===== config.mk =====
export PLATFORM = sky130hd
export DESIGN_NAME = keyed_counter_table_min_max_flat
export DESIGN_NICKNAME = d
export VERILOG_FILES = /design/src/design/kctmm_pkg.sv /design/src/design/kctmm_req_if.sv /design/src/design/kctmm_rsp_if.sv /design/src/design/keyed_counter_table_min_max.sv /design/src/flat_wrapper.sv
export SDC_FILE = /design/constraint.sdc
export NUM_CORES = 1
export LEC_CHECK = 0
export BUFFER_PORTS_ARGS = -buffer_cell sky130_fd_sc_hd__buf_4
export CORE_ASPECT_RATIO = 0.5
export CORE_MARGIN = 1.5
export CORE_UTILIZATION = 58
export CTS_CLUSTER_DIAMETER = 200
export DETAILED_ROUTE_END_ITERATION = 12
export PLACE_DENSITY = 0.83
export SKIP_LAST_GASP = 1
export SLEW_MARGIN = 15
export SYNTH_ARGS = -nofsm -noshare
export SYNTH_HDL_FRONTEND = slang
export SYNTH_SLANG_ARGS = --single-unit
export TNS_END_PERCENT = 10

===== constraint.sdc =====
create_clock -name clk -period 12.5 [get_ports clk]
set_input_delay 2.5 -clock clk [delete_from_list [all_inputs] [get_ports clk]]
set_output_delay 2.5 -clock clk [all_outputs]
set_load 0.05 [all_outputs]

===== src/design/kctmm_pkg.sv =====
// ----------------------------------------------------------------------------
// kctmm_pkg: shared types and constants
// Table sizes, field widths, operation and error codes, sequencer states.
// ----------------------------------------------------------------------------
`default_nettype none

package kctmm_pkg;

	localparam int ENTRIES    = 16;
	localparam int KEY_BITS   = 32;
	localparam int COUNT_BITS = 16;
	localparam int IDX_BITS   = $clog2(ENTRIES);

	typedef logic [KEY_BITS-1:0]   key_t;
	typedef logic [COUNT_BITS-1:0] count_t;
	typedef logic [IDX_BITS-1:0]   idx_t;

	localparam count_t COUNT_MAX  = '1;
	localparam count_t COUNT_ONE  = count_t'(1);
	localparam idx_t   IDX_LAST   = idx_t'(ENTRIES - 1);

	// operation codes
	typedef enum logic {
		OP_INC = 1'b0,
		OP_DEC = 1'b1
	} op_t;

	// error codes
	typedef enum logic [1:0] {
		ERR_OK     = 2'd0,
		ERR_FULL   = 2'd1,
		ERR_ABSENT = 2'd2
	} err_t;

	// sequencer states
	typedef enum logic [2:0] {
		ST_IDLE,
		ST_LOOKUP,
		ST_UPDATE,
		ST_SCAN,
		ST_DONE
	} state_t;

endpackage

`default_nettype wire


===== src/design/kctmm_req_if.sv =====
// ----------------------------------------------------------------------------
// kctmm_req_if: request channel
// Valid/ready channel carrying one counter update (operation and key).
// ----------------------------------------------------------------------------
`default_nettype none

interface kctmm_req_if;
	import kctmm_pkg::*;

	logic valid;
	logic ready;
	op_t  func;
	key_t key;

	modport source (output valid, output func, output key, input ready);
	modport sink   (input valid, input func, input key, output ready);
endinterface

`default_nettype wire


===== src/design/kctmm_rsp_if.sv =====
// ----------------------------------------------------------------------------
// kctmm_rsp_if: response channel
// Valid/ready channel carrying the min/max report after each update.
// ----------------------------------------------------------------------------
`default_nettype none

interface kctmm_rsp_if;
	import kctmm_pkg::*;

	logic   valid;
	logic   ready;
	key_t   max_key;
	count_t max_count;
	key_t   min_key;
	count_t min_count;
	logic   table_empty;
	err_t   op_error;

	modport source (output valid, output max_key, output max_count, output min_key,
		output min_count, output table_empty, output op_error, input ready);
	modport sink   (input valid, input max_key, input max_count, input min_key,
		input min_count, input table_empty, input op_error, output ready);
endinterface

`default_nettype wire


===== src/design/keyed_counter_table_min_max.sv =====
// ----------------------------------------------------------------------------
// keyed_counter_table_min_max: keyed counter table with min/max report
// Increments or decrements the counter of one key per transaction, inserting
// and removing entries, then reports the largest and smallest counters.
// ----------------------------------------------------------------------------
//
//  channel | dir | payload                                          | handshake
//  --------+-----+--------------------------------------------------+-----------
//  req     | in  | func, key                                        | valid/ready
//  rsp     | out | max_key, max_count, min_key, min_count,          | valid/ready
//          |     | table_empty, op_error                            |
//
// A transaction runs through an accept state, a key lookup over every slot, an
// update, a min/max scan over every slot, then a load of the report; a single
// comparator walks the table slot by slot.
// The report lands in an output register; req is ready again as soon as it
// is loaded, so the next transaction runs while the report waits on rsp.
// A report stalled on rsp holds the sequencer in its final state.
// Reset clears all valid bits at once; keys and counts need no clearing.
// ----------------------------------------------------------------------------
`default_nettype none

module keyed_counter_table_min_max (
	input  wire logic      clk,
	input  wire logic      arst_n,
	kctmm_req_if.sink      req,
	kctmm_rsp_if.source    rsp
);
	import kctmm_pkg::*;

	// sequencer
	state_t state_q, state_d;
	idx_t   idx_q;

	// latched transaction
	op_t  func_q;
	key_t key_q;

	// lookup results
	logic hit_q, free_q;
	idx_t hit_slot_q, free_slot_q;
	err_t err_q;

	// scan accumulators
	logic   any_q;
	key_t   mxk_q, mnk_q;
	count_t mxc_q, mnc_q;

	// table storage
	logic [ENTRIES-1:0] valid_q;
	key_t               key_mem [ENTRIES];
	count_t             count_mem [ENTRIES];

	// output register
	logic rsp_valid_q;

	// slot under the shared comparator
	logic   ent_vld;
	key_t   ent_key;
	count_t ent_cnt;
	logic   last_idx;
	logic   rsp_load;

	assign ent_vld  = valid_q[idx_q];
	assign ent_key  = key_mem[idx_q];
	assign ent_cnt  = count_mem[idx_q];
	assign last_idx = (idx_q == IDX_LAST);

	// state register
	always_ff @(posedge clk or negedge arst_n) begin
		if (!arst_n) begin
			state_q <= ST_IDLE;
		end else begin
			state_q <= state_d;
		end
	end

	// next state and handshake outputs
	always_comb begin
		state_d   = state_q;
		req.ready = 1'b0;
		rsp_load  = 1'b0;
		case (state_q)
			ST_IDLE: begin
				req.ready = 1'b1;
				if (req.valid) begin
					state_d = ST_LOOKUP;
				end
			end
			ST_LOOKUP: begin
				if (last_idx) begin
					state_d = ST_UPDATE;
				end
			end
			ST_UPDATE: begin
				state_d = ST_SCAN;
			end
			ST_SCAN: begin
				if (last_idx) begin
					state_d = ST_DONE;
				end
			end
			ST_DONE: begin
				if (!rsp_valid_q || rsp.ready) begin
					rsp_load = 1'b1;
					state_d  = ST_IDLE;
				end
			end
			default: begin
				state_d = ST_IDLE;
			end
		endcase
	end

	// slot index counter
	always_ff @(posedge clk or negedge arst_n) begin
		if (!arst_n) begin
			idx_q <= '0;
		end else if (state_q == ST_LOOKUP || state_q == ST_SCAN) begin
			idx_q <= last_idx ? '0 : idx_q + idx_t'(1);
		end else begin
			idx_q <= '0;
		end
	end

	// latch transaction and walk the lookup
	always_ff @(posedge clk) begin
		case (state_q)
			ST_IDLE: begin
				func_q <= req.func;
				key_q  <= req.key;
				hit_q  <= 1'b0;
				free_q <= 1'b0;
			end
			ST_LOOKUP: begin
				if (ent_vld && ent_key == key_q && !hit_q) begin
					hit_q      <= 1'b1;
					hit_slot_q <= idx_q;
				end
				if (!ent_vld && !free_q) begin
					free_q      <= 1'b1;
					free_slot_q <= idx_q;
				end
			end
			default: begin
			end
		endcase
	end

	// key and count writes
	always_ff @(posedge clk) begin
		if (state_q == ST_UPDATE) begin
			if (func_q == OP_INC) begin
				if (hit_q) begin
					if (count_mem[hit_slot_q] != COUNT_MAX) begin
						count_mem[hit_slot_q] <= count_mem[hit_slot_q] + COUNT_ONE;
					end
				end else if (free_q) begin
					key_mem[free_slot_q]   <= key_q;
					count_mem[free_slot_q] <= COUNT_ONE;
				end
			end else if (hit_q && count_mem[hit_slot_q] > COUNT_ONE) begin
				count_mem[hit_slot_q] <= count_mem[hit_slot_q] - COUNT_ONE;
			end
		end
	end

	// valid bits: set on insert, cleared when a count falls from one
	always_ff @(posedge clk or negedge arst_n) begin
		if (!arst_n) begin
			valid_q <= '0;
		end else if (state_q == ST_UPDATE) begin
			if (func_q == OP_INC) begin
				if (!hit_q && free_q) begin
					valid_q[free_slot_q] <= 1'b1;
				end
			end else if (hit_q && count_mem[hit_slot_q] <= COUNT_ONE) begin
				valid_q[hit_slot_q] <= 1'b0;
			end
		end
	end

	// error code and min/max scan
	always_ff @(posedge clk) begin
		case (state_q)
			ST_UPDATE: begin
				if (func_q == OP_INC) begin
					err_q <= (!hit_q && !free_q) ? ERR_FULL : ERR_OK;
				end else begin
					err_q <= hit_q ? ERR_OK : ERR_ABSENT;
				end
				any_q <= 1'b0;
				mxk_q <= '0;
				mxc_q <= '0;
				mnk_q <= '0;
				mnc_q <= '0;
			end
			ST_SCAN: begin
				if (ent_vld) begin
					any_q <= 1'b1;
					// first valid slot seeds both, later ones win only strictly
					if (!any_q || ent_cnt > mxc_q) begin
						mxk_q <= ent_key;
						mxc_q <= ent_cnt;
					end
					if (!any_q || ent_cnt < mnc_q) begin
						mnk_q <= ent_key;
						mnc_q <= ent_cnt;
					end
				end
			end
			default: begin
			end
		endcase
	end

	// output valid
	always_ff @(posedge clk or negedge arst_n) begin
		if (!arst_n) begin
			rsp_valid_q <= 1'b0;
		end else if (rsp_load) begin
			rsp_valid_q <= 1'b1;
		end else if (rsp.ready) begin
			rsp_valid_q <= 1'b0;
		end
	end

	// output payload
	always_ff @(posedge clk) begin
		if (rsp_load) begin
			rsp.max_key     <= mxk_q;
			rsp.max_count   <= mxc_q;
			rsp.min_key     <= mnk_q;
			rsp.min_count   <= mnc_q;
			rsp.table_empty <= !any_q;
			rsp.op_error    <= err_q;
		end
	end

	assign rsp.valid = rsp_valid_q;

endmodule

`default_nettype wire


===== src/flat_wrapper.sv =====
// flat-port wrapper written by rule: the top's interface ports become plain ports
module keyed_counter_table_min_max_flat import kctmm_pkg::*;
  (clk, arst_n, req_valid, req_func, req_key, req_ready, rsp_valid, rsp_max_key, rsp_max_count, rsp_min_key, rsp_min_count, rsp_table_empty, rsp_op_error, rsp_ready);
  kctmm_req_if req_i ();
  kctmm_rsp_if rsp_i ();
  input  wire logic clk;
  input  wire logic arst_n;
  input wire logic [$bits(req_i.valid)-1:0] req_valid;
  input wire logic [$bits(req_i.func)-1:0] req_func;
  input wire logic [$bits(req_i.key)-1:0] req_key;
  output wire logic [$bits(req_i.ready)-1:0] req_ready;
  output wire logic [$bits(rsp_i.valid)-1:0] rsp_valid;
  output wire logic [$bits(rsp_i.max_key)-1:0] rsp_max_key;
  output wire logic [$bits(rsp_i.max_count)-1:0] rsp_max_count;
  output wire logic [$bits(rsp_i.min_key)-1:0] rsp_min_key;
  output wire logic [$bits(rsp_i.min_count)-1:0] rsp_min_count;
  output wire logic [$bits(rsp_i.table_empty)-1:0] rsp_table_empty;
  output wire logic [$bits(rsp_i.op_error)-1:0] rsp_op_error;
  input wire logic [$bits(rsp_i.ready)-1:0] rsp_ready;
  assign req_i.valid = req_valid;
  assign req_i.func = req_func;
  assign req_i.key = req_key;
  assign req_ready = req_i.ready;
  assign rsp_valid = rsp_i.valid;
  assign rsp_max_key = rsp_i.max_key;
  assign rsp_max_count = rsp_i.max_count;
  assign rsp_min_key = rsp_i.min_key;
  assign rsp_min_count = rsp_i.min_count;
  assign rsp_table_empty = rsp_i.table_empty;
  assign rsp_op_error = rsp_i.op_error;
  assign rsp_i.ready = rsp_ready;
  keyed_counter_table_min_max u_core (.clk(clk), .arst_n(arst_n), .req(req_i), .rsp(rsp_i));
endmodule

==> impl_metrics.py, run 1 <==
metrics = {
    "critical_path": {
        "endpoint_kind": "flop",
        "cp_slowest_stage_delay_ns": 1.03,
        "critPathLaunchType": "flop",
        "cp_slowest_cell": "dfrtp_4",
        "crit_family": "buffers and inverters",
        "crit_buf_inv": 2,
        "ff2ff_path_depth": 10,
        "r2r-start": "u_core.idx_q[1]$_DFF_PN0_",
        "path_class": "reg -> reg",
        "reg2reg_slack_ns": 6.48,
        "worstPathArrival_ns": 6.54,
        "crit_chain": "buf_4 -> buf_4 -> mux4_2 -> mux2i_1 -> mux2i_1 -> xnor2_1 -> o2111ai_1 -> nor4_1 -> and3_1 -> mux2_2",
        "required_ns": 13.03,
        "path_max_fanout": 59,
    },
    "sta": {
        "timing.setup.tns_ns": 0,
        "fmax_ghz": 0.1662,
        "worst_slew_pin_slew_ns": 1.260,
        "holdWs_ns": 0.4163,
        "fin_skew_ns": 0.01768,
        "rsz0062_at_grt": "no",
        "min_period_ns": 6.015,
        "finalCritPeriodShare_pct": 48.12,
        "maxSlewViolCount": 0,
        "max-slew-margin-rel_pct": 15.67,
        "setup_viol": 0,
        "hold_viol": 0,
    },
    "clock_network": {
        "path_clk_slew_ns": 0.07,
        "cts_tree": "done",
        "clk_path_buf_depth": 3,
        "cts-htree-levels": 3,
        "insertion_delay_ns": 0.65,
        "cts_setup_buffers": 0,
        "cts_buffers": 88,
        "cts-resized-gates": 0,
        "holdBufCountCts": 0,
        "root_buffer": "clkbuf_16",
        "cts.sinks": 1037,
    },
    "finish": {
        "fill_cells": 4297,
        "area_delta_synth_final_pct": 11.96,
        "n_antenna_cell": 0,
        "nets": 2368,
        "fin_util_pct": 66.31,
        "layout-drive-gt1-share_pct": 27.57,
    },
    "synthesis": {
        "synth_most_common_cell": "edfxtp_1",
        "synth_cell_type_count": 68,
        "yosysSeqAreaShare_pct": 73.00,
        "ys_ff_latch": 1037,
        "async_reset_ff_share_pct": 2.314,
        "syn-num-nets": 2191,
        "netlist_area_um2": 42440,
        "ys_top_cells_by_count": "1009 x edfxtp_1, 275 x mux4_2, 78 x nor2_1, 66 x mux2i_1, 57 x nand2_1",
        "syn_inst": 2119,
        "synth_top_area_share_pct": 71.40,
        "synthFlopType": "edfxtp_1",
        "yosys-top-cells-area": "edfxtp_1 71%, mux4_2 15%, mux2i_1 1.6%",
        "postSynthAreaPerCell_um2": 20.03,
        "synth_top_area_cell": "edfxtp_1",
        "yosysWarnings": 0,
        "synth-edff-count": 1009,
    },
    "floorplan": {
        "die_area_um2": 74900,
        "num_rows": 69,
        "die_x_um": 385.5,
        "io_pins": 138,
        "core_um2": 71660,
        "start_util_pct": 59.22,
        "dieHeight_um": 194.3,
    },
    "placed_design": {
        "port_buffers": 137,
        "gp_congestion": 0.9128,
        "hpwl_um": 57690,
    },
    "global_route": {
        "grt_use_total_pct": 27.44,
        "grt_pass1_vias": 23220,
        "grt_pass1_wl_um": 149800,
        "antenna_found_initial": 0,
        "grt_start_max_net_pins": 100,
        "grt-ovfl-total": 0,
    },
    "power": {
        "power-per-cell-area_nw_per_um2": 195.0,
        "power_frac_seq_pct": 45.8,
        "p_sw_uw": 2753,
        "p_sw_share_pct": 29.72,
        "internal-power_uw": 6512,
        "clkPwrFrac_pct": 29.1,
        "share_comb_of_total_power_pct": 25.1,
        "vdd_drop_max_v": 0.0001535,
        "p_leak_uw": 0.01556,
    },
    "detailed_routing": {
        "drtAntennaViolNets": 0,
        "drc": 0,
        "route.vias.total": 22550,
        "wl_per_cell_um": 30.30,
        "routed_via_density": 6.787,
        "initialDrtViolationCount": 3372,
        "totalWireLength_um": 100700,
        "dr.pass1.iters": 6,
    },
    "hold_path": {
        "holdPathStages": 0,
        "hold_end": "u_core.rsp.min_key[15]$_DFFE_PP_",
        "hold_start": "u_core.mnk_q[15]$_DFFE_PP_",
        "min_path_type": "reg -> reg",
    },
    "status": {
        "status": "completed",
    },
    "job": {
        "drv_cap": 0,
    },
}
[layer usage]
| metal | GRT usage [%] | routed length, µm | vias to the layer above | part of all wire (%) |
|---|---|---|---|---|
| li1 | - | - | 9119 | - |
| met2 | 43.73 | 49150 | 1548 | 49 |
| met3 | 6.824 | 10320 | 323 | 10 |
| met5 | 0 | 0 | - | 0 |
| met1 | 36.02 | 35990 | 11560 | 36 |
| met4 | 12.75 | 5243 | 0 | 5.2 |
[metrics by stage]
stage,instances,setup WS [ns],total power (µW),instance area (µm²)
2_1_floorplan,2119,4.295,5876,42440
3_3_place_gp,3164,6.752,6504,44710
3_5_place_dp,3164,6.736,6564,44720
4_1_cts,3323,6.598,9266,47490
5_1_grt,3323,6.285,9573,47510
6_report,3323,6.485,9265,47510
[how the worst max path moves through the flow]
stage | from | endpoint | slack [ns] | cells past startpoint
after floorplan | u_core.idx_q[0]$_DFF_PN0_ | u_core.mnc_q[0]$_DFFE_PP_ | 4.29 | 17
after global placement | u_core.idx_q[1]$_DFF_PN0_ | flop | 6.75 | 10
after detailed placement | u_core.idx_q[1]$_DFF_PN0_ | flop | 6.74 | 10
after CTS | u_core.idx_q[1]$_DFF_PN0_ | flop | 6.60 | 10
after global routing | u_core.idx_q[1]$_DFF_PN0_ | flop | 6.29 | 10
final | u_core.idx_q[1]$_DFF_PN0_ | flop | 6.48 | 10
[logic make-up after synthesis]
group                      synth area share [%]
and+or+nand+nor                           3.895
AOI/OAI and AO/OA                         3.060
muxes                                     16.44
DFF                                       73.00
adders and majority gates                 1.032
xor gates and xnor gates                 0.9906
buffers and inverters                     1.580
[layout make-up]
type / instances / area [µm²] / share of cell area [%]
clock buffer: 107 / 2293 / 4.827
inverter: 37 / 138.9 / 0.2923
sequential: 1037 / 31000 / 65.24
multi-input combinational: 940 / 10960 / 23.07
clock inverter: 52 / 479.2 / 1.009
timing repair buffer: 192 / 1445 / 3.041
tap: 958 / 1199 / 2.523
[power groups by stage]
stage | clock (µW) | combinational (µW) | sequential, µW
global placement | 0 | 2210 | 4300
global route | 2850 | 2460 | 4260
floorplan | 0 | 1750 | 4130
CTS | 2720 | 2310 | 4240
finish | 2700 | 2330 | 4240
detailed placement | 0 | 2260 | 4310
[sequential cells by signal (all words and copies together), names as in the netlist, 16 cells and up, named ones only]
name                  cells
u_core.mnk_q             32
u_core.mxc_q             16
u_core.mxk_q             32
u_core.rsp.min_key       32
u_core.count_mem        256
u_core.rsp.max_key       32
u_core.valid_q           16
u_core.mnc_q             16
u_core.rsp.min_count     16
u_core.key_mem          512
u_core.rsp.max_count     16
u_core.key_q             32
[cell usage in the layout, fill, tap and decap left out, types with 10 or more instances in the layout]
cell,Yosys,final
a211oi_1,14,14
a21oi_1,21,20
a221oi_1,11,11
a22o_1,13,13
and2_1,28,28
and3_1,23,22
buf_4,9,191
clkbuf_1,40,17
clkbuf_16,0,88
clkinv_1,0,19
clkinv_2,0,14
dfrtp_1,24,20
edfxtp_1,1009,1009
ha_1,35,35
inv_1,36,36
mux2i_1,66,61
mux4_2,275,275
nand2_1,57,57
nand2b_1,18,18
nand3_1,16,16
nand4_1,17,17
nor2_1,78,64
nor2_4,0,12
nor2b_1,18,18
nor3_1,18,13
o21a_1,11,11
o21ai_0,30,29
o21ai_1,29,29
o22ai_1,10,10
or2_2,10,10
xnor2_1,31,31
xor2_1,17,17
No activity file was read; power rests on OpenSTA's default activity.
==> run 2: changes to the inputs <==
clock period = 6.1 ns   (was 12.5 ns; I/O delays follow)
==> run 2 against run 1 <==
Net effect:
- worst hold slack lost 0.011 ns
- worst setup slack worse by 5.5 ns
- sequential share of layout area decreased by 0.45 points
- design area increased by 0.70%
- maximum frequency increased by 18%
- clock power grew 110%
==> impl_metrics.py, run 2 (synthesis gave the netlist of run 1 again) <==
metrics = {
    "detailed_routing": {
        "dr.pass1.iters": 5,
        "routed_via_density": 6.824,
        "totalWireLength_um": 105300,
        "wl_per_cell_um": 31.51,
        "drtAntennaViolNets": 0,
        "route.vias.total": 22810,
        "drc": 0,
        "initialDrtViolationCount": 3763,
    },
    "sta": {
        "fmax_ghz": 0.1959,
        "finalCritPeriodShare_pct": 83.69,
        "rsz0062_at_grt": "no",
        "timing.setup.tns_ns": 0,
        "fin_skew_ns": 0.03214,
        "min_period_ns": 5.105,
        "maxSlewViolCount": 0,
        "hold_viol": 0,
        "finalWorstSetupSlack_ns": 0.9948,
        "setup_viol": 0,
        "worst_slew_pin_slew_ns": 1.231,
        "max-slew-margin-rel_pct": 17.71,
    },
    "global_route": {
        "grt_start_max_net_pins": 72,
        "grt_pass1_vias": 23280,
        "grt_pass1_wl_um": 155200,
        "antenna_found_initial": 1,
        "grt_use_total_pct": 28.61,
        "grt-ovfl-total": 0,
    },
    "critical_path": {
        "worstPathArrival_ns": 5.65,
        "crit_family": "simple AND/OR/NAND/NOR gates",
        "cp_slowest_stage_delay_ns": 0.99,
        "cp-startpoint": "u_core.idx_q[0]$_DFF_PN0_",
        "cp_slowest_cell": "dfrtp_4",
        "crit_buf_inv": 2,
        "endpoint_kind": "flop",
        "path_max_fanout": 41,
        "critPathLaunchType": "flop",
        "path_class": "reg -> reg",
        "r2r-start": "u_core.idx_q[0]$_DFF_PN0_",
        "cpMostUsedCell": "buf_4",
        "crit_chain": "buf_4 -> buf_4 -> mux4_2 -> mux2i_1 -> nor3_1 -> nor2_1 -> nand3_1 -> nor4_1 -> and3_1 -> mux2_2",
        "required_ns": 6.64,
    },
    "clock_network": {
        "cts-resized-gates": 0,
        "cts.sinks": 1037,
        "cts_buffers": 87,
        "holdBufCountCts": 0,
        "cts_tree": "done",
        "cts_setup_buffers": 0,
        "clk_path_buf_depth": 3,
        "path_clk_slew_ns": 0.07,
        "root_buffer": "clkbuf_16",
        "insertion_delay_ns": 0.67,
        "cts-htree-levels": 3,
    },
    "placed_design": {
        "port_buffers": 137,
        "dp.cells": 3183,
        "place_area_um2": 44970,
        "dp_slack_ns": 1.155,
        "hpwl_um": 60830,
        "gp_congestion": 0.9183,
    },
    "floorplan": {
        "start_util_pct": 59.22,
        "dieHeight_um": 194.3,
        "die_x_um": 385.5,
        "die_area_um2": 74900,
        "num_rows": 69,
        "io_pins": 138,
        "core_um2": 71660,
    },
    "finish": {
        "final_cells": 3342,
        "final_common_cell": "edfxtp_1",
        "fin_util_pct": 66.77,
        "n_antenna_cell": 0,
        "area_delta_synth_final_pct": 12.74,
        "layout_common_cells": "1009 x edfxtp_1, 275 x mux4_2, 205 x buf_4, 87 x clkbuf_16, 66 x mux2i_1",
        "layout-drive-gt1-share_pct": 28.57,
        "fin_area_um2": 47850,
        "nets": 2386,
        "regMostFlops": "u_core.key_mem",
        "reg_top3": "u_core.key_mem x512, u_core.count_mem x256",
        "fill_cells": 4289,
        "largest_reg_flops": 512,
    },
    "hold_path": {
        "hold_start": "u_core.mnk_q[23]$_DFFE_PP_",
        "min_path_type": "reg -> reg",
    },
    "power": {
        "p_leak_uw": 0.01575,
        "vdd_drop_max_v": 0.0002868,
        "power-per-cell-area_nw_per_um2": 405.3,
    },
    "status": {
        "status": "completed",
    },
    "job": {
        "drv_cap": 0,
    },
}
-- run 2: changes by cell type in the layout (fill, tap and decap cells not counted), moves of 2 or more --
cell and change:
clkbuf_1 +3, mux2i_2 -5, clkinv_1 -5, mux2i_1 +5, bufinv_16 +4, inv_16 +2, nor2_2 +14, nor2_1 -14
clkinv_2 +2, clkinvlp_4 -4, buf_4 +14, buf_12 +6
-- run 2: final timing paths --
check / end / slack [ns] / depth (start not counted)
max in group asynchronous: u_core.idx_q[3]$_DFF_PN0_ / 5.35 / 1
min: u_core.rsp.min_key[23]$_DFFE_PP_ / 0.41 / 0
min reg2reg: u_core.rsp.min_key[23]$_DFFE_PP_ / 0.41 / 0
max: flop / 0.99 / 10
max reg2reg: flop / 0.99 / 10
min in group asynchronous: u_core.valid_q[2]$_DFFE_PN0P_ / 0.46 / 1
-- run 2: layout make-up --
| class | count | area, µm² | area share, % |
|---|---|---|---|
| well taps | 958 | 1199 | 2.505 |
| clock buffers | 109 | 2280 | 4.765 |
| inverters | 37 | 138.9 | 0.2903 |
| flip-flops and latches | 1037 | 31000 | 64.79 |
| multi-input cells | 940 | 10970 | 22.93 |
| repair buffers | 211 | 1659 | 3.468 |
| clock inverters | 50 | 599.3 | 1.253 |
-- run 2: metal layers --
layer  vias to the layer above  track usage (%)  share of wire [%]
li1                       9154                -                  -
met1                     11660            39.03                 36
met2                      1694            45.33                 49
met3                       297            5.821                 11
met4                         2            12.61                4.6
met5                         -                0              0.014
-- run 2: where the power goes --
group	internal, µW	total [µW]	switching [µW]
registers	8180	8730	547
clock network	3190	5780	2590
logic	2180	4890	2710
total	13500	19400	5850
-- run 2: metrics by stage --
stage | total power (µW) | hold WS (ns)
final | 19390 | 0.4056
after global routing | 19940 | 0.4268
after CTS | 19370 | 0.4137
after detailed placement | 13570 | 0.4045
after global placement | 13420 | 0.4012
after floorplan | 12040 | 0.4003
==> run 3: changes to the inputs <==
CORE_UTILIZATION = 56   (was 58)
PLACE_DENSITY = 0.84   (was 0.83)
clock period = 4.2 ns   (was 6.1 ns; I/O delays follow)
==> run 3 against run 2 <==
Net effect:
- the flow now finishes with violations (setup timing)
- combinational power is 66% higher
- largest cell class unchanged
- via count is 3.7% higher
- sequential share of layout area is 1.5 points lower
- count of clock-buffer cells in the layout is 9 lower
- clock power is 43% higher
- critical path depth stayed put
- register-to-register slack worse by 1.1 ns
- global-route usage is 0.94 points higher
- non-clock buffer count is 90 higher
- worst setup slack worse by 1.1 ns
- die area is 3.5% higher
==> impl_metrics.py, run 3 (synthesis gave the netlist of run 1 again) <==
metrics = {
    "status": {
        "status": "complete, but fails checks",
        "violations": "setup timing",
    },
    "floorplan": {
        "num_rows": 71,
        "core_um2": 75070,
        "io_pins": 138,
        "dieHeight_um": 197.7,
        "start_util_pct": 56.53,
        "die_x_um": 392.3,
        "die_area_um2": 77540,
    },
    "critical_path": {
        "endpoint_kind": "flop",
        "path_class": "reg -> reg",
        "required_ns": 4.76,
        "path_max_fanout": 37,
        "worstPathArrival_ns": 4.82,
        "critPathLaunchType": "flop",
    },
    "finish": {
        "regMostFlops": "u_core.key_mem",
        "reg_top3": "u_core.key_mem x512, u_core.count_mem x256",
        "fin_area_um2": 49000,
        "largest_reg_flops": 512,
        "fill_cells": 4581,
        "area_delta_synth_final_pct": 15.45,
        "layout_common_cells": "1009 x edfxtp_1, 275 x mux4_2, 264 x buf_4, 88 x clkbuf_16, 65 x mux2i_1",
        "final_common_cell": "edfxtp_1",
        "layout-drive-gt1-share_pct": 31.15,
        "nets": 2476,
    },
    "detailed_routing": {
        "drc": 0,
        "highest_layer": "met5",
        "route.vias.total": 23660,
        "wl_per_cell_um": 32.11,
        "wl_met2_um": 54610,
        "wl_met3_um": 12850,
        "routed_via_density": 6.764,
        "initialDrtViolationCount": 3689,
        "totalWireLength_um": 112300,
        "met1Wirelength_um": 38290,
        "dr.pass1.iters": 6,
        "drtAntennaViolNets": 0,
    },
    "sta": {
        "setup_viol": 4,
        "rsz0062_at_grt": "yes",
        "max-slew-margin-rel_pct": 16.92,
        "finalCritPeriodShare_pct": 101.4,
        "worst_slew_pin_slew_ns": 1.239,
        "maxSlewViolCount": 0,
        "hold_viol": 0,
        "finalWorstSetupSlack_ns": -0.05807,
        "fmax_ghz": 0.2348,
        "min_period_ns": 4.258,
        "timing.setup.tns_ns": -0.1606,
        "fin_skew_ns": 0.04280,
    },
    "global_route": {
        "grt_use_total_pct": 29.54,
        "grt-ovfl-total": 0,
        "antenna_found_initial": 2,
        "grt_pass1_vias": 24340,
        "grt_pass1_wl_um": 163400,
        "grt_start_max_net_pins": 56,
    },
    "hold_path": {
        "min_path_type": "in -> async",
    },
    "placed_design": {
        "place_area_um2": 46090,
        "gp_congestion": 0.9507,
        "hpwl_um": 64940,
        "port_buffers": 137,
    },
    "clock_network": {
        "cts.sinks": 1037,
        "cts_tree": "done",
        "cts-htree-levels": 3,
        "path_clk_slew_ns": 0.07,
        "clk_path_buf_depth": 3,
        "cts_buffers": 87,
        "root_buffer": "clkbuf_16",
        "holdBufCountCts": 0,
        "insertion_delay_ns": 0.71,
    },
    "power": {
        "p_leak_uw": 0.01626,
        "vdd_drop_max_v": 0.0003781,
        "power-per-cell-area_nw_per_um2": 588.0,
    },
    "job": {
        "drv_cap": 0,
    },
}
==> run 3: cell types whose count changed in the layout (fill, tap and decap cells not counted), moves of 4 or more <==
| cell | before | now |
|---|---|---|
| buf_12 | 6 | 36 |
| buf_4 | 205 | 264 |
| bufinv_16 | 12 | 8 |
| clkbuf_1 | 20 | 12 |
| clkinv_1 | 14 | 18 |
| clkinvlp_4 | 1 | 9 |
| nor2_1 | 50 | 59 |
| nor2_2 | 17 | 8 |
==> run 3: area by class of cell <==
cell class | instances | area [µm²] | area share (%)
Antenna cell | 1 | 2.502 | 0.005107
Timing Repair Buffer | 301 | 2730 | 5.572
Sequential cell | 1037 | 31000 | 63.27
Clock inverter | 60 | 620.6 | 1.267
Clock buffer | 100 | 2247 | 4.586
Tap cell | 1022 | 1279 | 2.610
Multi-Input combinational cell | 940 | 10980 | 22.41
Inverter | 37 | 138.9 | 0.2835
==> run 3: power breakdown <==
group / internal [µW] / switching, µW / total, µW
Combinational: 3570 / 4550 / 8120
Sequential: 11900 / 547 / 12400
Clock: 4400 / 3850 / 8250
==> run 3: worst paths after layout <==
kind | from | to | slack (ns) | depth (start not counted)
setup / recovery | u_core.idx_q[0]$_DFF_PN0_ | flop | -0.06 | 10
hold / removal | arst_n | u_core.idx_q[0]$_DFF_PN0_ | 0.04 | 1
setup reg to reg | u_core.idx_q[0]$_DFF_PN0_ | flop | -0.06 | 10
hold reg to reg | u_core.mnk_q[17]$_DFFE_PP_ | u_core.rsp.min_key[17]$_DFFE_PP_ | 0.41 | 0
max in group asynchronous | arst_n | u_core.idx_q[2]$_DFF_PN0_ | 3.85 | 1
min in group clk | req_key[19] | u_core.key_q[19]$_DFFE_PP_ | 0.31 | 1
==> run 3: layer usage <==
metal	up-vias	GRT usage (%)
met2	1860	47.73
li1	9329	-
met3	422	7.417
met1	12050	37.50
met4	2	15.32
met5	-	0
==> run 3: per-stage QoR <==
step           utilization, %  hold WS (ns)  setup WS, ns  total power [µW]  instances
6_report                65.27       0.04341      -0.05807             28810       3498
4_1_cts                 65.26       0.03130       0.03069             28660       3497
5_1_grt                 65.27       0.05367       -0.1473             29590       3497
3_5_place_dp            61.40        0.4045       0.02815             20290       3336
2_1_floorplan               -        0.4003       -0.4626             17730       2119
3_3_place_gp            61.40        0.4004        0.1325             20030       3336
==> run 3: timing repair <==
action	CTS	global route
setup endpoints to repair	9	92
gates resized for setup	3	1
setup buffers	1	0
endpoints found under the hold margin	0	0
==> run 3: worst max-delay path: stages (launching register included) <==
cell       delay [ns]
dfrtp_4          0.56
buf_12           0.23
buf_12           0.33
buf_4            0.29
mux4_2           0.62
xor2_1           0.26
a221oi_1         0.42
o2111ai_1        0.21
a2111oi_2        0.45
and3_2           0.35
mux2_2           0.36
